$ cat src/rtl/core/efr_pkg.sv
// Shared types and constants of the escaped command packet framer.
package efr_pkg;

	// Framing bytes.
	localparam logic [7:0] FRAME_START = 8'h7E;
	localparam logic [7:0] FRAME_STOP  = 8'h7F;
	localparam logic [7:0] FRAME_ESC   = 8'h7D;

	// Command code bytes.
	localparam logic [7:0] CODE_SPEED = 8'h01;
	localparam logic [7:0] CODE_PID   = 8'h02;

	// Packet shape.
	localparam int BYTES_PER_WORD = 4;
	localparam int INPUT_WORDS    = 3;

	// Byte queue between the front and the back.
	localparam int QDEPTH = 4;
	localparam int QPTR_W = $clog2(QDEPTH);
	localparam int QCNT_W = $clog2(QDEPTH + 1);

	// One classified line byte: the byte, whether it needs an escape, and end of packet.
	typedef struct packed {
		logic [7:0] data;
		logic       esc;
		logic       last;
	} token_t;

	// Queue status seen by the front and the back.
	typedef struct packed {
		logic full;
		logic empty;
	} q_status_t;

endpackage

$ cat src/rtl/core/efr_front.sv
// Front part: accepts a packet request and walks it into classified line bytes.
module efr_front
	import efr_pkg::*;
#(
	parameter int PAYLOAD_WORDS = 3
) (
	input  logic        clk,
	input  logic        arst_n,
	input  logic        in_valid,
	output logic        in_stall,
	input  logic        command,
	input  logic [7:0]  device_id,
	input  logic [31:0] value_a,
	input  logic [31:0] value_b,
	input  logic [31:0] value_c,
	input  q_status_t   q_status,
	output logic        push,
	output token_t      push_token
);

	localparam int TOKENS = BYTES_PER_WORD * PAYLOAD_WORDS + 4;
	localparam int POS_W  = $clog2(TOKENS);
	localparam int WS_W   = POS_W - 2;
	localparam logic [POS_W-1:0] LAST_POS  = POS_W'(TOKENS - 1);
	localparam logic [POS_W-1:0] ID_POS    = POS_W'(1);
	localparam logic [POS_W-1:0] CODE_POS  = POS_W'(2);
	localparam logic [POS_W-1:0] FIRST_PAY = POS_W'(3);

	logic             busy_q;
	logic [POS_W-1:0] pos_q;
	logic             kind_q;
	logic [7:0]       id_q;
	logic [31:0]      word_q [INPUT_WORDS];

	logic             accept;
	logic [POS_W-1:0] pay_idx;
	logic [WS_W-1:0]  word_sel;
	logic [31:0]      word;
	logic [7:0]       pay_byte;

	assign in_stall = busy_q;
	assign accept   = in_valid && !busy_q;
	assign push     = busy_q && !q_status.full;

	// Request registers and the walk over packet positions.
	always_ff @(posedge clk or negedge arst_n) begin
		if (!arst_n) begin
			busy_q <= 1'b0;
			pos_q  <= '0;
		end else if (accept) begin
			busy_q <= 1'b1;
			pos_q  <= '0;
		end else if (push) begin
			if (pos_q == LAST_POS) begin
				busy_q <= 1'b0;
				pos_q  <= '0;
			end else begin
				pos_q <= pos_q + POS_W'(1);
			end
		end
	end

	always_ff @(posedge clk) begin
		if (accept) begin
			kind_q    <= command;
			id_q      <= device_id;
			word_q[0] <= value_a;
			word_q[1] <= value_b;
			word_q[2] <= value_c;
		end
	end

	// Pick the payload byte; words past the held ones read as zero.
	always_comb begin
		pay_idx  = pos_q - FIRST_PAY;
		word_sel = pay_idx[POS_W-1:2];
		word     = '0;
		for (int i = 0; i < INPUT_WORDS; i++) begin
			if (i < PAYLOAD_WORDS && word_sel == WS_W'(i)) begin
				word = word_q[i];
			end
		end
		case (pay_idx[1:0])
			2'd0:    pay_byte = word[7:0];
			2'd1:    pay_byte = word[15:8];
			2'd2:    pay_byte = word[23:16];
			default: pay_byte = word[31:24];
		endcase
	end

	// Classify the byte at the current position.
	always_comb begin
		push_token.last = 1'b0;
		push_token.esc  = 1'b0;
		if (pos_q == '0) begin
			push_token.data = FRAME_START;
		end else if (pos_q == ID_POS) begin
			push_token.data = id_q;
		end else if (pos_q == CODE_POS) begin
			push_token.data = kind_q ? CODE_PID : CODE_SPEED;
		end else if (pos_q == LAST_POS) begin
			push_token.data = FRAME_STOP;
			push_token.last = 1'b1;
		end else begin
			push_token.data = pay_byte;
			push_token.esc  = (pay_byte == FRAME_START) || (pay_byte == FRAME_STOP) ||
				(pay_byte == FRAME_ESC);
		end
	end

endmodule

$ cat src/rtl/core/efr_queue.sv
// Short queue of classified line bytes between the front and the back.
module efr_queue
	import efr_pkg::*;
(
	input  logic      clk,
	input  logic      arst_n,
	input  logic      push,
	input  token_t    push_token,
	input  logic      pop,
	output token_t    head,
	output q_status_t q_status
);

	token_t            mem_q [QDEPTH];
	logic [QPTR_W-1:0] wr_q;
	logic [QPTR_W-1:0] rd_q;
	logic [QCNT_W-1:0] cnt_q;

	assign q_status.full  = (cnt_q == QCNT_W'(QDEPTH));
	assign q_status.empty = (cnt_q == '0);
	assign head           = mem_q[rd_q];

	// Pointers and fill count.
	always_ff @(posedge clk or negedge arst_n) begin
		if (!arst_n) begin
			wr_q  <= '0;
			rd_q  <= '0;
			cnt_q <= '0;
		end else begin
			if (push) begin
				wr_q <= wr_q + QPTR_W'(1);
			end
			if (pop) begin
				rd_q <= rd_q + QPTR_W'(1);
			end
			if (push && !pop) begin
				cnt_q <= cnt_q + QCNT_W'(1);
			end else if (pop && !push) begin
				cnt_q <= cnt_q - QCNT_W'(1);
			end
		end
	end

	always_ff @(posedge clk) begin
		if (push) begin
			mem_q[wr_q] <= push_token;
		end
	end

endmodule

$ cat src/rtl/core/efr_back.sv
// Back part: sends queued bytes on the line, inserting the escape byte where marked.
module efr_back
	import efr_pkg::*;
(
	input  logic      clk,
	input  logic      arst_n,
	input  token_t    head,
	input  q_status_t q_status,
	output logic      pop,
	output logic      esc_sent,
	output logic      out_valid,
	input  logic      out_stall,
	output logic [7:0] out_byte,
	output logic      last
);

	logic       out_valid_q;
	logic [7:0] out_byte_q;
	logic       last_q;
	logic       esc_sent_q;
	logic       slot_free;
	logic       send_esc;

	assign slot_free = !out_valid_q || !out_stall;
	assign send_esc  = head.esc && !esc_sent_q;
	assign pop       = slot_free && !q_status.empty && !send_esc;
	assign esc_sent  = esc_sent_q;
	assign out_valid = out_valid_q;
	assign out_byte  = out_byte_q;
	assign last      = last_q;

	// Output register control and escape tracking.
	always_ff @(posedge clk or negedge arst_n) begin
		if (!arst_n) begin
			out_valid_q <= 1'b0;
			esc_sent_q  <= 1'b0;
		end else if (slot_free) begin
			out_valid_q <= !q_status.empty;
			if (!q_status.empty) begin
				esc_sent_q <= send_esc;
			end
		end
	end

	// Output payload.
	always_ff @(posedge clk) begin
		if (slot_free && !q_status.empty) begin
			out_byte_q <= send_esc ? FRAME_ESC : head.data;
			last_q     <= send_esc ? 1'b0 : head.last;
		end
	end

endmodule

$ cat src/rtl/core/escaped_command_packet_framer_core.sv
// Top level of the escaped command packet framer: front, byte queue and back.
//
//  channel | direction | handshake             | payload
//  request | in        | in_valid / in_stall   | command, device_id, value_a..value_c
//  line    | out       | out_valid / out_stall | out_byte, last
//
// The line sends one byte per cycle unless stalled; a packet of 3 header bytes, 4 to 8
// per payload word and a stop byte is 4*PAYLOAD_WORDS+4 to 8*PAYLOAD_WORDS+4 bytes.
// The front takes one request and queues one classified byte per cycle while the queue
// has room; it takes the next request once all 4*PAYLOAD_WORDS+4 bytes of the current
// one are queued. Reset clears the control state at once; no clearing pass is needed.
// A stall on the line backs up the queue, and the front stalls requests while busy.
module escaped_command_packet_framer_core
	import efr_pkg::*;
#(
	parameter int PAYLOAD_WORDS = 3
) (
	input  logic        clk,
	input  logic        arst_n,
	input  logic        in_valid,
	output logic        in_stall,
	input  logic        command,
	input  logic [7:0]  device_id,
	input  logic [31:0] value_a,
	input  logic [31:0] value_b,
	input  logic [31:0] value_c,
	output logic        out_valid,
	input  logic        out_stall,
	output logic [7:0]  out_byte,
	output logic        last
);

	q_status_t q_status;
	token_t    push_token;
	token_t    head;
	logic      push;
	logic      pop;
	logic      esc_sent;

	// Request intake and byte classification.
	efr_front #(
		.PAYLOAD_WORDS(PAYLOAD_WORDS)
	) u_front (
		.clk       (clk),
		.arst_n    (arst_n),
		.in_valid  (in_valid),
		.in_stall  (in_stall),
		.command   (command),
		.device_id (device_id),
		.value_a   (value_a),
		.value_b   (value_b),
		.value_c   (value_c),
		.q_status  (q_status),
		.push      (push),
		.push_token(push_token)
	);

	// Byte queue.
	efr_queue u_queue (
		.clk       (clk),
		.arst_n    (arst_n),
		.push      (push),
		.push_token(push_token),
		.pop       (pop),
		.head      (head),
		.q_status  (q_status)
	);

	// Line output with escape insertion.
	efr_back u_back (
		.clk      (clk),
		.arst_n   (arst_n),
		.head     (head),
		.q_status (q_status),
		.pop      (pop),
		.esc_sent (esc_sent),
		.out_valid(out_valid),
		.out_stall(out_stall),
		.out_byte (out_byte),
		.last     (last)
	);

`ifndef SYNTHESIS
	// The end-of-packet byte is always the stop byte.
	a_last_is_stop: assert property (@(posedge clk) disable iff (!arst_n)
		out_valid && last |-> out_byte == FRAME_STOP)
		else $error("last set on a byte other than the stop byte");

	// An escape in flight means its byte is still at the queue head.
	a_esc_has_byte: assert property (@(posedge clk) disable iff (!arst_n)
		esc_sent |-> !q_status.empty && head.esc)
		else $error("escape sent without its escaped byte queued");

	// While an escape is in flight, the line holds the escape byte, which never ends a packet.
	a_esc_follow: assert property (@(posedge clk) disable iff (!arst_n)
		out_valid && esc_sent |-> out_byte == FRAME_ESC && !last)
		else $error("escape state does not match the byte on the line");
`endif

endmodule
$ cat config.mk
export PLATFORM = sky130hd
export DESIGN_NAME = escaped_command_packet_framer_core
export DESIGN_NICKNAME = d
export VERILOG_FILES = /design/src/rtl/core/efr_pkg.sv /design/src/rtl/core/efr_front.sv /design/src/rtl/core/efr_queue.sv /design/src/rtl/core/efr_back.sv /design/src/rtl/core/escaped_command_packet_framer_core.sv
export SDC_FILE = /design/constraint.sdc
export NUM_CORES = 1
export LEC_CHECK = 0
export CORE_MARGIN = 3
export CORE_UTILIZATION = 55
export DETAILED_ROUTE_END_ITERATION = 10
export DONT_BUFFER_PORTS = 1
export PLACE_DENSITY = 0.78
export SLEW_MARGIN = 20
export SYNTH_ARGS = -nofsm -noshare
export SYNTH_HDL_FRONTEND = slang
export SYNTH_SLANG_ARGS = --single-unit
$ cat constraint.sdc
create_clock -name clk -period 6.5 [get_ports clk]
set_input_delay 0.975 -clock clk [delete_from_list [all_inputs] [get_ports clk]]
set_output_delay 0.975 -clock clk [all_outputs]
set_load 0.01 [all_outputs]
======== After elaboration in Yosys (flattened, before gate mapping) ========
Memory sizes are Yosys's and may differ from the RTL's.
Cells that the tools add are included.
word-level totals
  register bits after elaboration ......... 32
  output and inout port bits .............. 11
  memories kept ........................... 2
  RAM bits ................................ 136
  input bits .............................. 109
  logic and storage cells ................. 85
operators by class
  $add $sub $neg .......................... 6
  eq/ne operators ......................... 11
  muxes and demuxes ....................... 26
  bitwise logic cells ..................... 1
  reduce and logical (&&, ||, !) cells .... 28
memory list
  memory          words  width  rd ports  clocked after Yosys merged registers in  wr ports  RTL line         text
  u_front.word_q  3      32     3         0                                        3         efr_front.sv:33  logic [31:0] word_q [INPUT_WORDS];
  u_queue.mem_q   4      10     1         0                                        1         efr_queue.sv:14  token_t mem_q [QDEPTH];
operators with widths
  operator                                          count
  2-to-1 mux 32 bit                                 3
  2-to-1 mux 8 bit                                  4
  == test 8 x 7 -> 1 bit, second input constant     3
  case mux 8 bit (3 select lines)                   1
  2-to-1 mux 4 bit                                  3
  zero test 1 bit                                   9
  2-to-1 mux 1 bit                                  9
  2-to-1 mux 2 bit                                  4
  logical AND 1 bit                                 7
  2-to-1 mux 3 bit                                  2
  nonzero test 2 bit                                3
  adder 2 x 1 -> 2 bit, second input constant       2
  adder 4 x 1 -> 4 bit, second input constant       1
  == test 2 x 1 -> 1 bit, second input constant     2
  == test 2 bit, second input constant              2
  == test 4 x 1 -> 1 bit, second input constant     1
  == test 4 x 2 -> 1 bit, second input constant     1
  == test 4 bit, second input constant              1
  zero test 2 bit                                   2
  zero test 4 bit                                   1
  AND reduction 2 bit                               2
  subtractor 4 x 2 -> 4 bit, second input constant  1
  adder 3 x 1 -> 3 bit, second input constant       1
  == test 3 bit, second input constant              1
  4 further kinds                                   6

======== Longest topological paths before layout ========
  word-level depth ........................ 13
  mapped depth ............................ 10
  gate-level depth less buffers ........... 9

======== Cells and area by module ========
Synthesis repeated with hierarchy kept, for this count alone.
unflattened totals
  cell total of the unflattened synthesis .. 461
  area, all modules ....................... 7,114.3 um^2
by module, submodules not included
  module     times used  area each (um^2)  cells each  seq. area each (um^2)
  efr_front  1           4,833.4           347         3,278.1
  efr_queue  1           1,840.5           86          1,376.3
  efr_back   1           440.4             28          320.3

======== Worst setup path after synthesis ========
Ideal clock, no wire load.
  kind .................................... input to register
  start point ............................. in in_valid
  end point ............................... reg u_front.id_q[0], enable pin
  setup time .............................. 460 ps
  required time ........................... 6,040 ps
  arrival ................................. 3,133 ps
  stages on the path ...................... 2
  buffers on the path ..................... 0
  path slack .............................. 2,907 ps
  path through ............................ nand2_1 inv_1
on the way
  longest elaborated chain between the ends .. 1
ends and longest elaborated chain
  what                      RTL line                                  text
  start: declaration        escaped_command_packet_framer_core.sv:20  input logic in_valid,
  logical AND 1 bit         efr_front.sv:42                           assign accept = in_valid && !busy_q;
  named net u_front.accept  efr_front.sv:35                           logic accept;
  end signal: assignment    efr_front.sv:66                           id_q <= device_id;
  end: declaration          efr_front.sv:32                           logic [7:0] id_q;
The timed path passes the listed nets, and every way through them passes these cells.
A chain may end at the register's enable or synchronous reset.

==> key figures <==
Status
  – Status: finished, final reports clean

Die
  – Ports: 120
  – Die X: roughly 120 um
  – Die Area: 14,100 um2
  – Core region area: 12,200 um2
  – Starting Density: 0.574
  – Row count: 40
  – Die Y: ~120 um

Layout
  – Filler cells: 891
  – Area delta synth->final: 9.68%
  – Sequential Area: 4970 um2
  – Multi-input gate area: approximately 1900 um2
  – Commonest non-fill, non-tap cell in the layout: edfxtp_1
  – Share of layout cells above drive strength 1: 0.124
  – Most frequent cells in the layout: 154 x edfxtp_1, 57 x nand2_1, 27 x a21oi_1
  – Nets@finish: 577
  – Final instance area: 7690 um2

STA
  – Endpoints failing setup: 0
  – Skew final: 0.00689 ns
  – Worst-Margin Slew: 1.02 ns
  – Final Max Tran Viols: 0
  – Endpoints failing hold: 0
  – Setup TNS: 0 ns
  – Crit share post-route: 0.513
  – Slew margin rel.: 0.317
  – Tmin final: 3.34 ns
  – Final WS setup: 3.16 ns
  – Fmax: 300 MHz
  – RSZ-0062 raised after global routing: no

Critical path
  – Startpoint types: flop
  – CP Capture Type: flop
  – WP data required: ~6.7 ns
  – CP arrival: 3.52 ns
  – WS Path Type: reg2reg
  – Max Fanout on Critical Path: 33

Synthesis
  – Compound-Gate Fraction of Synth Area: 0.0837
  – Mux share of post-synthesis cell area: 0.0610
  – Synth warn: 0
  – Yosys top cell area share: 0.660
  – Synth async-reset ratio: 0.0833
  – EDFF count, synth: 154
  – Seq/Total Area, Yosys: 0.710
  – Post-Synth XOR/XNOR Area: 0.0186
  – Library cells used by synthesis: 52
  – Syn_nets: 580
  – Synth Instances: 458
  – Average cell area after synthesis: 15.3 um2
  – Main combinational cell family by area after synthesis: compound AO/OA/AOI/OAI gates
  – Synth Area in Adders: 0.0243
  – Syn Std Cell Area: 7010 um2
  – Largest cells by area after synthesis: edfxtp_1 66%, dfrtp_1 5.0%, mux4_2 3.2%
  – Cell taking the most area after synthesis: edfxtp_1
  – Synth Register Bits: roughly 170
  – Post-Synth Simple-Gate Area: 0.0759
  – Post-synth top flop: edfxtp_1

Route
  – DRT Pass-1 Iters: 7
  – DR DRC count: 0
  – DRT iter0 DRCs: 284
  – DR vias/cell: about 5.9
  – WL per Instance: a little over 20 um
  – Final wirelength: 13,200 um
  – Routed Antenna Nets: 0
  – Vias after detailed routing: 3,784

Power
  – Power Density: approximately 550 nW/um2
  – VDD IR max: 0.293 mV
  – LEAKAGE: 2.68 nW
  – Total power: 4.26 mW

CTS
  – Cts repair resizes: 0
  – Cts bufs inserted: 17
  – Root buffer cell: clkbuf_16
  – H-Tree Depth: 4
  – Hold Buf Count CTS: 0
  – Clk buf depth: 2
  – Clock slew at reported path FFs: 0.06 ns
  – CTS tree: done
  – Clk sinks: around 170
  – Clk_lat worst skew: approximately 0.42 ns
  – Setup Fix Bufs, Post-CTS: 0

Placed design
  – Pre-CTS setup slack: between 3 and 4 ns
  – Post-DP Area: ~7000 um2
  – HPWL after DPL: 8940 um
  – Port buffer count: 0
  – Gp weighted congestion: 0.780

Global route
  – Total GRT Usage: 0.193
  – Congestion Overflow GR: 0
  – Vias in the first global route: around 3.8k
  – Pin count of the biggest net entering global routing: 75
  – Antenna violations before repair: 2
  – First-pass GRT wire length: 20,400 um

Worst hold path
  – Worst hold path type: in2async

Run
  – Max-cap violation count: 0
==> Yosys cell counts, types with 9 or more instances <==
master	count
edfxtp_1	154
a31oi_1	9
mux4_2	10
ha_1	12
inv_1	9
mux2i_1	18
nand2_1	57
clkbuf_1	9
a21oi_1	27
dfrtp_1	14
nand3_1	15
o21ai_0	18
nor2_1	9
==> per-stage QoR <==
stage / hold slack (ns) / instances / utilization
floorplan: 0.451 / 458 / -
global placement: 0.467 / 604 / 0.581
detailed placement: 0.474 / 604 / 0.581
CTS: 0.226 / 635 / 0.629
global route: 0.223 / 637 / 0.630
finish: 0.247 / 637 / 0.630
==> worst max-delay path: stages, from the launching register on <==
cell and delay, ns:
dfrtp_1 0.53, ha_1 0.72, xor2_4 0.64, nand2_1 0.13, a21oi_1 0.18, o21ai_0 0.11
a31oi_1 0.31, nand4_1 0.15, nor4_2 0.31
==> metal layers <==
| metal | track usage | up-vias | routed length, um |
|---|---|---|---|
| met5 | 0 | - | 0 |
| met4 | 0.0985 | 0 | 456 |
| met3 | 0.0698 | 31 | 909 |
| met2 | 0.303 | 160 | 6570 |
| met1 | 0.238 | 1844 | 5230 |
| li1 | - | 1749 | - |
==> registers in the layout (all words and copies together), names as in the netlist <==
register,flops
u_back.esc_sent,1
u_back.last,1
u_back.out_byte,8
u_back.out_valid,1
u_front.id_q,8
u_front.in_stall,1
u_front.kind_q,1
u_front.pos_q,4
u_front.word_q,96
u_queue.cnt_q,3
u_queue.mem_q,40
u_queue.rd_q,2
u_queue.wr_q,2
==> area by class of cell <==
type                    instances  area share
flip-flops and latches        168       0.647
inverters                      10     0.00521
well taps                     168      0.0273
repair buffers                  2     0.00195
multi-input cells             256       0.242
diodes                          2    0.000651
clock buffers                  17      0.0553
clock inverters                14      0.0207
==> logic make-up (layout without fill, tap and decap cells) <==
kind of cell               Yosys count  count (layout)
muxes                               30              30
AOI/OAI and AO/OA                   89              89
and+or+nand+nor                    113             113
DFF                                168             168
buffers and inverters               34              43
xor gates and xnor gates            11              11
other                                0               2
adders and majority gates           13              13
==> power breakdown <==
part,internal (mW),switching (mW)
clock,0.597,0.392
sequential,1.64,0.186
combinational,0.559,0.884
total,2.80,1.46
==> final timing paths <==
path | from | to | slack, ns | depth (start not counted)
worst max register to register | u_front.pos_q[0] | u_queue.mem_q[1][1] | 3.16 | 8
worst min register to register | u_back.esc_sent | u_back.esc_sent | 0.48 | 1
worst max-delay path | u_front.pos_q[0] | u_queue.mem_q[1][1] | 3.16 | 8
worst min-delay path | arst_n | u_queue.wr_q[1] | 0.25 | 0
min in group clk | u_back.esc_sent | u_back.esc_sent | 0.48 | 1
max in group asynchronous | arst_n | u_front.pos_q[0] | 6.18 | 0
Note: power is estimated with default switching activity, not from simulation.
